<file path="config.mk">
export PLATFORM = sky130hd
export DESIGN_NAME = exi_integer_field_encoder_core
export DESIGN_NICKNAME = d
export VERILOG_FILES = /design/src/hw/rtl/eife_pkg.sv /design/src/hw/rtl/eife_front.sv /design/src/hw/rtl/eife_queue.sv /design/src/hw/rtl/eife_back.sv /design/src/hw/rtl/exi_integer_field_encoder_core.sv
export SDC_FILE = /design/constraint.sdc
export NUM_CORES = 1
export LEC_CHECK = 0
export BUFFER_PORTS_ARGS = -buffer_cell sky130_fd_sc_hd__buf_2
export CORE_MARGIN = 5
export CORE_UTILIZATION = 35
export DETAILED_ROUTE_END_ITERATION = 10
export HOLD_SLACK_MARGIN = 0.06
export PLACE_DENSITY = 0.62
export SETUP_SLACK_MARGIN = 0.05
export SLEW_MARGIN = 25
export SYNTH_ARGS = -nofsm -noshare
export SYNTH_HDL_FRONTEND = slang
export SYNTH_SLANG_ARGS = --single-unit
</file>
<file path="constraint.sdc">
create_clock -name clk -period 3.8 [get_ports clk]
set_clock_uncertainty 0.05 [all_clocks]
set_input_delay 0.57 -clock clk [delete_from_list [all_inputs] [get_ports clk]]
set_output_delay 0.57 -clock clk [all_outputs]
set_load 0.05 [all_outputs]
</file>
<file path="src/hw/rtl/eife_pkg.sv">
// Package for the EXI integer field encoder: item, chunk and command types,
// function codes and queue sizing. No dependencies.
package eife_pkg;

  localparam logic [1:0] FUNC_NBIT     = 2'd0;
  localparam logic [1:0] FUNC_BOOL     = 2'd1;
  localparam logic [1:0] FUNC_UINT     = 2'd2;
  localparam logic [1:0] FUNC_SINT     = 2'd3;

  localparam int QUEUE_DEPTH = 2;

  typedef struct packed {
    logic [1:0]  func;
    logic [31:0] value;
    logic [5:0]  bit_count;
  } item_t;

  typedef struct packed {
    logic [31:0] chunk_bits;
    logic [5:0]  chunk_width;
    logic        last;
  } chunk_t;

  typedef enum logic [2:0] {
    KIND_SINGLE = 3'b001,
    KIND_BYTES  = 3'b010,
    KIND_VARINT = 3'b100
  } kind_t;

  typedef struct packed {
    kind_t       kind;
    logic        sign_pre;
    logic        sign_bit;
    logic [31:0] data;
    logic [5:0]  width;
    logic [2:0]  count;
  } cmd_t;

endpackage

</file>
<file path="src/hw/rtl/eife_front.sv">
// Front end: classifies one item into an encoding command.
// Depends on eife_pkg.
module eife_front #(
  parameter int VALUE_WIDTH = 32
) (
  input  eife_pkg::item_t item,
  input  logic            bit_packed_mode,
  output eife_pkg::cmd_t  cmd
);

  localparam int EFF_W = (VALUE_WIDTH < 32) ? VALUE_WIDTH : 32;
  localparam logic [31:0] W_MASK = 32'((64'd1 << EFF_W) - 64'd1);
  localparam logic [5:0]  W_LIM  = 6'(EFF_W);

  logic [31:0] v;
  logic [5:0]  n_sat;
  logic [31:0] vn;
  logic [6:0]  n_plus;
  logic        neg;
  logic [31:0] mag;
  logic [31:0] vin;
  logic [2:0]  groups;

  always_comb begin
    v      = item.value & W_MASK;
    n_sat  = (item.bit_count > W_LIM) ? W_LIM : item.bit_count;
    vn     = v & ~({32{1'b1}} << n_sat);
    n_plus = {1'b0, n_sat} + 7'd7;
    neg    = v[EFF_W-1];
    mag    = neg ? (~v & W_MASK) : v;
    vin    = (item.func == eife_pkg::FUNC_SINT) ? mag : v;
    if (vin[31:28] != '0) begin
      groups = 3'd5;
    end else if (vin[27:21] != '0) begin
      groups = 3'd4;
    end else if (vin[20:14] != '0) begin
      groups = 3'd3;
    end else if (vin[13:7] != '0) begin
      groups = 3'd2;
    end else begin
      groups = 3'd1;
    end
  end

  always_comb begin
    cmd          = '0;
    cmd.kind     = eife_pkg::KIND_SINGLE;
    cmd.count    = 3'd1;
    unique case (item.func)
      eife_pkg::FUNC_NBIT: begin
        cmd.data = vn;
        if (n_sat == '0 || bit_packed_mode) begin
          cmd.width = n_sat;
        end else begin
          cmd.kind  = eife_pkg::KIND_BYTES;
          cmd.count = n_plus[5:3];
        end
      end
      eife_pkg::FUNC_BOOL: begin
        cmd.data  = {31'd0, v[0]};
        cmd.width = 6'd1;
      end
      eife_pkg::FUNC_UINT, eife_pkg::FUNC_SINT: begin
        cmd.kind     = eife_pkg::KIND_VARINT;
        cmd.data     = vin;
        cmd.count    = groups;
        cmd.sign_pre = (item.func == eife_pkg::FUNC_SINT);
        cmd.sign_bit = neg;
      end
      default: begin
        cmd.data = '0;
      end
    endcase
  end

endmodule

</file>
<file path="src/hw/rtl/eife_queue.sv">
// Short command queue between front and back ends.
// Depends on eife_pkg.
module eife_queue (
  input  logic           clk,
  input  logic           rst,
  input  logic           wr,
  input  eife_pkg::cmd_t wr_cmd,
  output logic           full,
  input  logic           rd,
  output eife_pkg::cmd_t rd_cmd,
  output logic           empty
);

  localparam int D  = eife_pkg::QUEUE_DEPTH;
  localparam int PW = (D > 1) ? $clog2(D) : 1;
  localparam int CW = $clog2(D + 1);

  eife_pkg::cmd_t   mem [D];
  logic [PW-1:0]    wp;
  logic [PW-1:0]    rp;
  logic [CW-1:0]    cnt;

  assign full   = (cnt == CW'(D));
  assign empty  = (cnt == '0);
  assign rd_cmd = mem[rp];

  always_ff @(posedge clk) begin
    if (wr && !full) begin
      mem[wp] <= wr_cmd;
    end
  end

  always_ff @(posedge clk) begin
    if (rst) begin
      wp  <= '0;
      rp  <= '0;
      cnt <= '0;
    end else begin
      if (wr && !full) begin
        wp <= (wp == PW'(D - 1)) ? '0 : PW'(wp + 1'b1);
      end
      if (rd && !empty) begin
        rp <= (rp == PW'(D - 1)) ? '0 : PW'(rp + 1'b1);
      end
      cnt <= CW'(cnt + CW'(wr && !full) - CW'(rd && !empty));
    end
  end

endmodule

</file>
<file path="src/hw/rtl/eife_back.sv">
// Back end: steps through a command one chunk per cycle into the output register, while it is empty or popped.
// Depends on eife_pkg.
module eife_back (
  input  logic            clk,
  input  logic            rst,
  input  eife_pkg::cmd_t  cmd,
  input  logic            cmd_empty,
  output logic            cmd_pop,
  output eife_pkg::chunk_t chunk,
  output logic            empty,
  input  logic            pop
);

  logic             out_valid;
  logic [2:0]       idx;
  logic             sign_done;
  logic             step;
  logic             sign_phase;
  logic [5:0]       sh_amt;
  logic [31:0]      sh;
  logic             more;
  eife_pkg::chunk_t nxt;

  assign step       = !cmd_empty && (!out_valid || pop);
  assign sign_phase = cmd.sign_pre && !sign_done;
  assign empty      = !out_valid;
  assign cmd_pop    = step && nxt.last;

  always_comb begin
    sh_amt = (cmd.kind == eife_pkg::KIND_BYTES) ? {idx, 3'b000}
                                                : 6'({idx, 3'b000} - {3'b000, idx});
    sh     = cmd.data >> sh_amt;
    more   = (3'(idx + 3'd1) != cmd.count);
    nxt    = '0;
    if (sign_phase) begin
      nxt.chunk_bits  = {31'd0, cmd.sign_bit};
      nxt.chunk_width = 6'd1;
      nxt.last        = 1'b0;
    end else begin
      unique case (cmd.kind)
        eife_pkg::KIND_SINGLE: begin
          nxt.chunk_bits  = cmd.data;
          nxt.chunk_width = cmd.width;
          nxt.last        = 1'b1;
        end
        eife_pkg::KIND_BYTES: begin
          nxt.chunk_bits  = {24'd0, sh[7:0]};
          nxt.chunk_width = 6'd8;
          nxt.last        = !more;
        end
        eife_pkg::KIND_VARINT: begin
          nxt.chunk_bits  = {24'd0, more, sh[6:0]};
          nxt.chunk_width = 6'd8;
          nxt.last        = !more;
        end
        default: begin
          nxt.last = 1'b1;
        end
      endcase
    end
  end

  always_ff @(posedge clk) begin
    if (step) begin
      chunk <= nxt;
    end
  end

  always_ff @(posedge clk) begin
    if (rst) begin
      out_valid <= 1'b0;
      idx       <= '0;
      sign_done <= 1'b0;
    end else begin
      if (step) begin
        out_valid <= 1'b1;
      end else if (pop) begin
        out_valid <= 1'b0;
      end
      if (step) begin
        if (nxt.last) begin
          idx       <= '0;
          sign_done <= 1'b0;
        end else if (sign_phase) begin
          sign_done <= 1'b1;
        end else begin
          idx <= 3'(idx + 3'd1);
        end
      end
    end
  end

`ifndef SYNTHESIS
  a_upper_clear: assert property (@(posedge clk) disable iff (rst)
    out_valid |-> ((chunk.chunk_bits >> chunk.chunk_width) == '0))
    else $error("chunk has bits above its width");
  a_inner_width: assert property (@(posedge clk) disable iff (rst)
    (out_valid && !chunk.last) |-> (chunk.chunk_width == 6'd8 || chunk.chunk_width == 6'd1))
    else $error("inner chunk has odd width");
  a_idx_range: assert property (@(posedge clk) disable iff (rst)
    !cmd_empty |-> (idx < cmd.count))
    else $error("chunk index past command count");
  a_sign_first: assert property (@(posedge clk) disable iff (rst)
    (step && sign_phase) |=> (out_valid && !chunk.last && chunk.chunk_width == 6'd1))
    else $error("sign chunk malformed");
`endif

endmodule

</file>
<file path="src/hw/rtl/exi_integer_field_encoder_core.sv">
// EXI integer field encoder top level: config register, front end, queue, back end.
// Depends on eife_pkg, eife_front, eife_queue, eife_back.
//
// Encodes one value per item (n-bit unsigned, boolean, unsigned or signed
// integer) into EXI bit chunks, one chunk per result word. The back end emits
// one chunk per clock while its output register is empty or being popped. An
// item yields one chunk for boolean, n-bit bit-packed and zero-width fields,
// up to four for byte-aligned n-bit fields, up to five for unsigned and six for
// signed integers. A two-entry command queue lets new items be taken while
// earlier ones are still being emitted. bit_packed_mode resets to 1 and is
// written through the cfg channel, which is always ready.
module exi_integer_field_encoder_core #(
  parameter int VALUE_WIDTH = 32
) (
  input  logic              clk,
  input  logic              rst,
  input  logic              push,
  output logic              full,
  input  eife_pkg::item_t   item,
  output logic              empty,
  input  logic              pop,
  output eife_pkg::chunk_t  chunk,
  input  logic              cfg_valid,
  output logic              cfg_ready,
  input  logic              cfg_data
);

  logic           bit_packed_mode;
  eife_pkg::cmd_t front_cmd;
  eife_pkg::cmd_t head_cmd;
  logic           q_empty;
  logic           q_pop;

  assign cfg_ready = 1'b1;

  always_ff @(posedge clk) begin
    if (rst) begin
      bit_packed_mode <= 1'b1;
    end else if (cfg_valid && cfg_ready) begin
      bit_packed_mode <= cfg_data;
    end
  end

  eife_front #(
    .VALUE_WIDTH(VALUE_WIDTH)
  ) u_front (
    .item           (item),
    .bit_packed_mode(bit_packed_mode),
    .cmd            (front_cmd)
  );

  eife_queue u_queue (
    .clk   (clk),
    .rst   (rst),
    .wr    (push),
    .wr_cmd(front_cmd),
    .full  (full),
    .rd    (q_pop),
    .rd_cmd(head_cmd),
    .empty (q_empty)
  );

  eife_back u_back (
    .clk      (clk),
    .rst      (rst),
    .cmd      (head_cmd),
    .cmd_empty(q_empty),
    .cmd_pop  (q_pop),
    .chunk    (chunk),
    .empty    (empty),
    .pop      (pop)
  );

endmodule
</file>
== After elaboration in Yosys (flattened, before gate mapping) ==
Memory sizes are Yosys's and may differ from the RTL's. A register that Yosys moved wholly into a read port is not among the register bits.
Index checks and enable logic that the tools add are counted.

* Word-level logic and storage cells: 90
* Memories: 1
* Output and inout bits: 42
* Bits in writable memories: 92
* Input bits: 46
* Register bits: 49

{| class="wikitable"
|+ Memory list
! memory !! depth !! bits a word !! rd ports !! clocked after memory_dff !! wr ports !! line !! source
|-
| u_queue.mem || 2 || 46 || 1 || 1 || 1 || eife_queue.sv:18 || <nowiki>eife_pkg::cmd_t mem [D];</nowiki>
|}

* $lt $le $gt $ge: 1
* Eq/ne operators: 9
* Reduce and logical (&&, ||, !) cells: 25
* Bitwise operators: 3
* Shifts and indexed selects: 2
* Add/subtract/negate cells: 7
* Mux-type cells: 31

{| class="wikitable"
|+ Operator list
! operator !! number
|-
| one-hot mux 38 bit (3 select lines) || 1
|-
| one-hot mux 32 bit (3 select lines) || 1
|-
| two-way mux 32 bit || 2
|-
| inverter 32 bit || 2
|-
| AND 32 bit || 1
|-
| left shift 32 x 6 -> 32 bit (first input constant) || 1
|-
| >> shifter 32 x 6 -> 8 bit || 1
|-
| nonzero test 7 bit || 3
|-
| two-way mux 3 bit || 6
|-
| two-way mux 6 bit || 3
|-
| one-hot mux 3 bit (2 select lines) || 2
|-
| one-hot mux 6 bit (2 select lines) || 1
|-
| two-way mux 1 bit || 11
|-
| two-way mux 8 bit || 1
|-
| adder 6 x 3 -> 6 bit (second input constant) || 1
|-
| equality test 2 bit (second input constant) || 3
|-
| > comparator 6 bit (second input constant) || 1
|-
| logical NOT 6 bit || 1
|-
| two-way mux 2 bit || 3
|-
| subtractor 6 x 3 -> 6 bit || 1
|-
| logical AND 1 bit || 5
|-
| logical NOT 1 bit || 5
|-
| logical NOT 2 bit || 2
|-
| AND reduction 2 bit || 2
|-
| other kinds (14) || 18
|}

== Depth between registers and ports, before layout ==
Gate-level depths: netlist of run 1.

* Word-level depth: 9
* Gate-level depth with buffers: 15
* Depth with buffers taken out: 12

== Cells and area by module ==
From an unflattened synthesis of run 1, not the netlist that was laid out.

* Cell total of the unflattened synthesis: 832
* Area total of the unflattened synthesis: 8687.1 um^2

{| class="wikitable"
|+ Modules (own cells, without submodules)
! module !! times used !! area an instance (um^2) !! cells an instance !! seq. area each (um^2)
|-
| eife_back || 1 || 3811.2 || 454 || 1271.2
|-
| eife_queue || 1 || 3549.7 || 170 || 2862.7
|-
| eife_front || 1 || 1280.0 || 203 || 0.0
|-
| exi_integer_field_encoder_core || 1 || 46.3 || 5 || 20.0
|}

== Worst setup path before layout of run 1 ==
Ideal clock, no wire load.

* Path type: in2reg
* Start point: in pop
* End point: reg u_queue.cnt[1]
* Path buffers: 0
* Cell stages on the path: 10
* Data arrival time: 3.006 ns
* Required time: 3.622 ns
* Setup slack: 0.616 ns
* Setup time: 0.128 ns
* Cells stage by stage: nand2b_1 o21a_1 nand2_1 nor2b_1 ha_1 inv_1 ha_1 xor2_1 xnor2_1 nor2_1

* Longest elaborated chain between the ends: 5

{| class="wikitable"
|+ Ends and longest elaborated chain
! item !! line !! source
|-
| start, declared || exi_integer_field_encoder_core.sv:21 || <nowiki>input logic pop,</nowiki>
|-
| logical OR 1 bit || eife_back.sv:24 || <nowiki>assign step = !cmd_empty && (!out_valid || pop);</nowiki>
|-
| logical AND 1 bit || eife_back.sv:24 ||
|-
| named net u_back.step || eife_back.sv:17 || <nowiki>logic step;</nowiki>
|-
| logical AND 1 bit || eife_back.sv:27 || <nowiki>assign cmd_pop = step && nxt.last;</nowiki>
|-
| logical AND 1 bit || eife_queue.sv:45 || <nowiki>cnt <= CW'(cnt + CW'(wr && !full) - CW'(rd && !empty));</nowiki>
|-
| subtractor 2 x 1 -> 2 bit || eife_queue.sv:45 ||
|-
| end signal, assigned || eife_queue.sv:45 ||
|-
| end, declared || eife_queue.sv:21 || <nowiki>logic [CW-1:0] cnt;</nowiki>
|}

The timed path passes the listed nets, and every way through them passes these cells.
A chain may end at the register's enable or synchronous reset.

==> results of run 1 <==
==> worst register-to-register path: cells and delay by family, from the launching register on <==
kind               cells  cell delay, ps
and+or+nand+nor        5            1920
AOI/OAI and AO/OA      2             630
DFF                    1             460
==> flip-flops by register name, indices dropped and copies added (netlist names), named ones only <==
name / flops
u_back.idx: 3
u_queue.mem: 92
u_back.out_valid: 1
u_back.chunk: 39
u_back.sign_done: 1
u_queue.cnt: 2
u_queue.wp: 1
bit_packed_mode: 1
u_queue.rp: 1
==> worst paths after layout <==
check                                startpoint                              to  slack (ps)  depth (start not counted)
setup / recovery   u_queue.mem[0][45]$_DFFE_PP_  u_back.chunk[13]$_SDFFCE_PP0P_         550                          7
hold / removal                         cfg_data    bit_packed_mode$_SDFFE_PP1P_         300                          2
setup reg to reg   u_queue.mem[0][45]$_DFFE_PP_  u_back.chunk[13]$_SDFFCE_PP0P_         550                          7
hold reg to reg   u_back.out_valid$_SDFFE_PP0P_   u_back.out_valid$_SDFFE_PP0P_         460                          2
==> cells in the mapped netlist (3+ instances only) <==
| master | n | share of area |
|---|---|---|
| sky130_fd_sc_hd__buf_6 | 4 | 0.0056 |
| sky130_fd_sc_hd__o31ai_1 | 6 | 0.0056 |
| sky130_fd_sc_hd__nor2_1 | 71 | 0.033 |
| sky130_fd_sc_hd__o221ai_1 | 7 | 0.0077 |
| sky130_fd_sc_hd__a22oi_1 | 3 | 0.0028 |
| sky130_fd_sc_hd__o21ai_0 | 46 | 0.029 |
| sky130_fd_sc_hd__nand3_1 | 20 | 0.013 |
| sky130_fd_sc_hd__a211o_1 | 3 | 0.0033 |
| sky130_fd_sc_hd__xor2_1 | 22 | 0.024 |
| sky130_fd_sc_hd__dfxtp_1 | 11 | 0.027 |
| sky130_fd_sc_hd__buf_1 | 5 | 0.0023 |
| sky130_fd_sc_hd__nor4_1 | 8 | 0.0063 |
| sky130_fd_sc_hd__ha_1 | 4 | 0.0063 |
| sky130_fd_sc_hd__nand4_1 | 8 | 0.0063 |
| sky130_fd_sc_hd__buf_2 | 16 | 0.010 |
| sky130_fd_sc_hd__or3_1 | 6 | 0.0047 |
| sky130_fd_sc_hd__nand2b_1 | 10 | 0.0078 |
| sky130_fd_sc_hd__and3_1 | 8 | 0.0063 |
| sky130_fd_sc_hd__o21a_1 | 3 | 0.0028 |
| sky130_fd_sc_hd__edfxtp_1 | 131 | 0.49 |
| sky130_fd_sc_hd__mux2i_1 | 51 | 0.064 |
| sky130_fd_sc_hd__a211oi_1 | 9 | 0.0084 |
| sky130_fd_sc_hd__a21oi_1 | 37 | 0.023 |
| sky130_fd_sc_hd__mux2_2 | 14 | 0.020 |
| sky130_fd_sc_hd__mux4_2 | 3 | 0.0084 |
| sky130_fd_sc_hd__inv_1 | 11 | 0.0052 |
| sky130_fd_sc_hd__and2_1 | 5 | 0.0039 |
| sky130_fd_sc_hd__nand2_1 | 71 | 0.033 |
| sky130_fd_sc_hd__clkbuf_1 | 29 | 0.014 |
| sky130_fd_sc_hd__nor2b_1 | 11 | 0.0086 |
| sky130_fd_sc_hd__o211ai_1 | 12 | 0.011 |
| sky130_fd_sc_hd__a32o_1 | 9 | 0.011 |
| sky130_fd_sc_hd__a31oi_1 | 20 | 0.016 |
| sky130_fd_sc_hd__nor3_1 | 14 | 0.0088 |
| sky130_fd_sc_hd__or2_2 | 3 | 0.0023 |
| sky130_fd_sc_hd__xnor2_1 | 9 | 0.0098 |
==> power by group <==
| group | internal, mW | switching [mW] | total [mW] | leakage [nW] |
|---|---|---|---|---|
| Clock | 0.968 | 0.667 | 1.64 | 0.277 |
| Sequential | 2.15 | 0.108 | 2.26 | 1.35 |
| Combinational | 0.861 | 2.06 | 2.92 | 1.72 |
| Total | 3.98 | 2.84 | 6.82 | 3.35 |
==> logic make-up after synthesis <==
| group | share of synthesized area |
|---|---|
| xor+xnor | 0.03391 |
| compound gates | 0.1619 |
| simple gates | 0.1481 |
| fa+ha+maj | 0.006250 |
| other cells | 0.0004683 |
| flops | 0.5187 |
| mux | 0.09187 |
| buf+inv | 0.03875 |
==> area by class of cell <==
type                       count  area share
clock inverter                13     0.01480
multi-input combinational    538      0.3829
tap                          285     0.03835
clock buffer                  19     0.04656
timing repair buffer         110     0.06567
sequential                   142      0.4469
inverter                      12    0.004845
==> routing by layer <==
layer,vias up,part of all wire,track usage
li1,2987,-,-
met1,3043,0.45,0.2551
met2,333,0.44,0.2625
met3,37,0.090,0.04363
met4,0,0.018,0.04808
met5,-,0,0
==> layout by cell type (no fill, tap or decap), drive strengths merged, types with 3 or more instances in the layout <==
cell	count
edfxtp	131
buf	110
nand2	71
nor2	71
mux2i	51
o21ai	47
a21oi	38
xor2	22
nand3	21
a31oi	20
clkbuf	19
nor3	15
mux2	14
inv	14
o211ai	13
nor2b	11
dfxtp	11
nand2b	10
a211oi	10
xnor2	9
a32o	9
nand4	8
and3	8
nor4	8
clkinv	8
o221ai	7
o31ai	7
or3	6
and2	5
ha	4
or2	4
o32ai	4
a22oi	3
mux4	3
a211o	3
o21a	3
a2111oi	3
a221oi	3
==> parameters.txt, run 1 <==
Parameter                              Value

Run status
  Run status ... completed

Final layout
  Layout overhead on the synthesized area ... 16.11%
  Area taken by multi-input logic gates ... 0.003560 sq mm
  Non-filler instance count after layout ... 1,119
  Net count, final ... 871
  Antenna diode count ... 0
  Sequential cell area ... 0.004155 sq mm
  Post-layout instance area ... 0.009298 sq mm
  Final core utilization ... 0.4119
  Proportion of layout cells with a drive suffix above 1 ... 0.2098
  FILL cells ... 2,171

Synth
  Number of enable-type register cells in the synthesized netlist ... 131
  Mean instance size in the synthesized netlist ... 10.71 sq um
  Post-Synthesis Cell Area ... 0.008008 sq mm
  Share of the yosys chip area belonging to registers ... 0.5188
  Post-synthesis net count ... 798
  Post-Syn Instances ... 748
  Number of distinct library cell variants in the gate-level netlist after synthesis ... 74
  Most used flip-flop cell after synthesis ... sky130_fd_sc_hd__edfxtp_1
  Number of storage elements in the synthesis netlist ... 142
  Fraction of registers with async set or reset after synthesis ... 0
  Count of synthesis-stage warnings from yosys ... 0

Timing
  Tightest slew margin relative to the limit ... 0.4095
  Worst hold margin ... 302.1 ps
  Upper clock frequency limit ... 0.3079 GHz
  Slew Viols, Final ... 0
  Minimum clock period ... 3248 ps
  Final Worst Setup Slack ... 552.5 ps
  RSZ-0062 raised after global routing ... no
  Transition time of the tightest slew-check pin ... 879.0 ps
  Final Hold Fails ... 0
  Final sum of negative setup slack ... 0 ps
  Number of setup violations in the final report ... 0
  Fraction of the cycle the final worst path needs ... 0.8546

Global routing
  Total routing resource utilization after global routing ... 0.1757
  Maximum number of pins on one net before global-route repair ... 47
  First-pass GRT wire length ... 35,660 um
  Number of antenna violations at the first check in global routing ... 0
  Overflow after GRT ... 0
  Vias in the first global route ... 6,158

Floorplanning
  Std cell rows ... 55
  Die width ... 161.3 um
  Area of the die ... 0.02600 sq mm
  Effective utilization at floorplan ... 0.3548
  Area of the placeable core ... 0.02257 sq mm
  Top Ports ... 88
  Die Height ... 161.3 um

Drt
  Avg WL per Cell ... 20.73 um
  Drc violations ... 0
  Violation count after the first detailed-route iteration ... 761
  Antenna Violating Nets Remaining ... 0
  Per-cell via count in the routed design ... 5.719
  Number of detailed-route iterations in the first pass ... 6
  Total wirelength of the detailed-routed design ... 23,200 um
  DR vias ... 6,400

Clock tree
  Hold buffer count at CTS ... 0
  Number of buffers inserted during clock tree synthesis ... 17
  Skew-Pair Late Insertion Delay ... 420 ps
  Maximum number of buffers from clock root to sink ... 2
  Cell at the root of the clock tree ... sky130_fd_sc_hd__clkbuf_16
  CTS tree ... built
  Number of instances resized during post-cts repair ... 0
  H-tree levels ... 4
  # clock sinks ... 142
  Clock slew seen by the registers of the worst setup and hold paths ... 60 ps
  Number of buffers inserted by post-CTS setup repair ... 0

Pwr
  Power per Cell Area ... 733.3 mW/mm^2
  Final total power ... 6.818 mW
  Standby leakage power ... 3.352 nW
  Worst IR drop on VDD ... 0.2956 mV

Critical path
  Data arrival at the endpoint of the critical path ... 3440 ps
  Type of the worst setup path ... reg -> reg
  Gate family responsible for the most delay along the worst path ... simple AND/OR/NAND/NOR gates
  Endpoint class of the critical path ... flop
  CP required ... 3990 ps
  Slowest stage cell on the critical path ... sky130_fd_sc_hd__nor2_1
  Launching element type of the critical path ... flop
  Crit Path Max Fanout ... 11
  Number of buffers and inverters on the critical path ... 0
  Biggest cell delay along the critical path ... 690 ps
  Ordered list of cells on the worst path ... nor4b_2, nor4_1, nor2_1, nand2_1, o221ai_1, nor2b_1, o41ai_2

Placement
  Number of buffers added on ports ... 86
  Last weighted congestion value of the routability-driven placer ... 0.9573
  Worst setup timing slack at the placement stage ... 589.3 ps
  Number of placed instances with taps included ... 1,087
  Total half-perimeter wirelength after legalization and detailed placement ... 16,890 um
  Placed instance area ... 0.008727 sq mm

Hold path
  Path type of the worst min-delay path ... in -> reg

Job
  Maxcap violations ... 0
Note: power is estimated with default switching activity, not from simulation.
==> run 2, diff against run 1 <==
--- a/config.mk
+++ b/config.mk
@@ -11,4 +11,5 @@
 export DETAILED_ROUTE_END_ITERATION = 10
 export HOLD_SLACK_MARGIN = 0.06
+export MAX_ROUTING_LAYER = met4
 export PLACE_DENSITY = 0.62
 export SETUP_SLACK_MARGIN = 0.05
==> constraint.sdc (replaced) <==
create_clock -name clk -period 3.8 [get_ports clk]
set_clock_uncertainty 0.05 [all_clocks]
set_input_delay 0.19 -clock clk [delete_from_list [all_inputs] [get_ports clk]]
set_output_delay 0.19 -clock clk [all_outputs]
set_load 0.05 [all_outputs]
==> parameters.txt, run 2 (synthesis results as in run 1) <==
Parameter                              Value

Final layout
  FILL cells ... 2,164
  Non-filler instance count after layout ... 1,127
  Commonest cells after routing, fill and taps aside ... sky130_fd_sc_hd__edfxtp_1, sky130_fd_sc_hd__buf_2, sky130_fd_sc_hd__nand2_1
  Net count, final ... 879
  Final core utilization ... 0.4155
  Layout overhead on the synthesized area ... 17.13%
  Largest Register ... u_queue.mem
  Antenna diode count ... 0
  Flip-flop count of the largest register, all copies and words added ... 92
  Proportion of layout cells with a drive suffix above 1 ... 0.2150
  Registers with the highest flip-flop counts ... u_queue.mem x92, u_back.chunk x39, u_back.idx x3
  Leading cell type in the layout, fill and taps excluded ... sky130_fd_sc_hd__edfxtp_1

Pwr
  Standby leakage power ... 3.388 nW
  Worst IR drop on VDD ... 0.2417 mV
  Power per Cell Area ... 726.4 mW/mm^2

Clock tree
  H-tree levels ... 4
  Number of instances resized during post-cts repair ... 0
  CTS tree ... built
  Maximum number of buffers from clock root to sink ... 2
  Cell at the root of the clock tree ... sky130_fd_sc_hd__clkbuf_16
  Skew-Pair Late Insertion Delay ... 430 ps
  # clock sinks ... 142
  Number of buffers inserted during clock tree synthesis ... 17
  Clock slew seen by the registers of the worst setup and hold paths ... 70 ps

Floorplanning
  Area of the placeable core ... 0.02257 sq mm
  Area of the die ... 0.02600 sq mm
  Std cell rows ... 55
  Die width ... 161.3 um
  Die Height ... 161.3 um
  Top Ports ... 88
  Effective utilization at floorplan ... 0.3548

Critical path
  Ordered list of cells on the worst path ... or4b_1, and3_1, buf_4, nor2_1, a2111oi_0, a2111oi_0, o221ai_1
  Endpoint class of the critical path ... flop
  Data arrival at the endpoint of the critical path ... 3410 ps
  RR Startpoint ... u_queue.mem[0][45]$_DFFE_PP_
  Register-to-register setup slack ... 480 ps
  Launching element type of the critical path ... flop
  Worst reg2reg path depth ... 7
  Type of the worst setup path ... reg -> reg
  Crit Path Max Fanout ... 19
  Biggest cell delay along the critical path ... 760 ps
  Setup crit start ... u_queue.mem[0][45]$_DFFE_PP_
  CP required ... 3890 ps
  Slowest stage cell on the critical path ... sky130_fd_sc_hd__or4b_1
  Crit-path most repeated cell ... sky130_fd_sc_hd__a2111oi_0

Global routing
  Overflow after GRT ... 0
  Total routing resource utilization after global routing ... 0.1814
  Maximum number of pins on one net before global-route repair ... 47
  Number of antenna violations at the first check in global routing ... 0
  First-pass GRT wire length ... 35,590 um
  Vias in the first global route ... 5,991

Hold path
  Path type of the worst min-delay path ... in -> reg
  Hold path depth ... 2
  Beginning of the worst hold path ... item[17]

Timing
  Final sum of negative setup slack ... 0 ps
  Upper clock frequency limit ... 0.3013 GHz
  Fraction of the cycle the final worst path needs ... 0.8735
  RSZ-0062 raised after global routing ... no
  Tightest slew margin relative to the limit ... 0.4099
  Final Hold Fails ... 0
  Slew Viols, Final ... 0
  Number of setup violations in the final report ... 0
  Minimum clock period ... 3319 ps
  Transition time of the tightest slew-check pin ... 881.9 ps

Drt
  Violation count after the first detailed-route iteration ... 728
  Total wirelength of the detailed-routed design ... 23,010 um
  Drc violations ... 0
  Number of detailed-route iterations in the first pass ... 5
  DR vias ... 6,473
  Antenna Violating Nets Remaining ... 0
  Per-cell via count in the routed design ... 5.744
  Avg WL per Cell ... 20.42 um

Placement
  Number of buffers added on ports ... 86
  Last weighted congestion value of the routability-driven placer ... 0.9173
  Number of placed instances with taps included ... 1,089
  Total half-perimeter wirelength after legalization and detailed placement ... 16,800 um

Job
  Maxcap violations ... 0

Run status
  Run status ... completed
run 2: cell count changes in the layout (fill, tap and decap cells not counted), moves of 2 or more:
cell                            change
sky130_fd_sc_hd__buf_4              +2
sky130_fd_sc_hd__dlygate4sd3_1      +6
sky130_fd_sc_hd__clkinv_1           -2
sky130_fd_sc_hd__clkbuf_1           -2
sky130_fd_sc_hd__inv_8              +2
sky130_fd_sc_hd__inv_6              +3
run 2: critical path, delay by kind of cell (launching register included):
kind	cells	cell delay, ps
compound gates	3	950
simple gates	3	1290
buf+inv	1	270
flops	1	460
run 2: path summary, 6_finish.rpt:
check	end
setup / recovery	u_back.chunk[8]$_SDFFCE_PP0P_
hold / removal	u_queue.mem[0][20]$_DFFE_PP_
setup reg to reg	u_back.chunk[8]$_SDFFCE_PP0P_
hold reg to reg	u_queue.rp$_SDFFE_PP0P_
run 2: stage by stage:
step                      total power, mW  instance area [sq um]  hold slack [ps]  setup WS [ps]
final                               6.813                   9379            87.46          480.6
after global routing                7.142                   9379            89.68          319.5
after CTS                           6.838                   9373            67.69          501.2
after detailed placement            5.199                   8740            347.1          514.8
after global placement              5.200                   8736            351.7          550.5
after floorplan                     4.395                   8008            211.6          803.2
run 2: power by group:
part	switching (mW)	leakage, nW	internal [mW]	total (mW)
Sequential	0.112	1.35	2.15	2.26
Combinational	2.06	1.76	0.874	2.93
Clock	0.700	0.279	0.920	1.62
Total	2.87	3.39	3.95	6.81
run 2: final cells by class:
type                    count  area (sq um)  area share
flip-flops and latches    142          4155      0.4430
multi-input cells         538          3563      0.3799
repair buffers            118         685.7     0.07311
clock buffers              17         425.4     0.04536
well taps                 285         356.6     0.03802
clock inverters            15         147.6     0.01574
inverters                  12         45.04    0.004803
run 2: layer usage:
metal | routed length [um] | track usage | part of all wire
met1 | 10700 | 0.2607 | 0.46
met2 | 10220 | 0.2644 | 0.44
met3 | 1670 | 0.03419 | 0.073
met4 | 425 | 0.04808 | 0.018
met5 | 0 | - | 0
run 2: timing repair:
action,4_1_cts,5_1_grt
buffers inserted,0,0
hold endpoints to repair,13,0
hold buffers,6,0
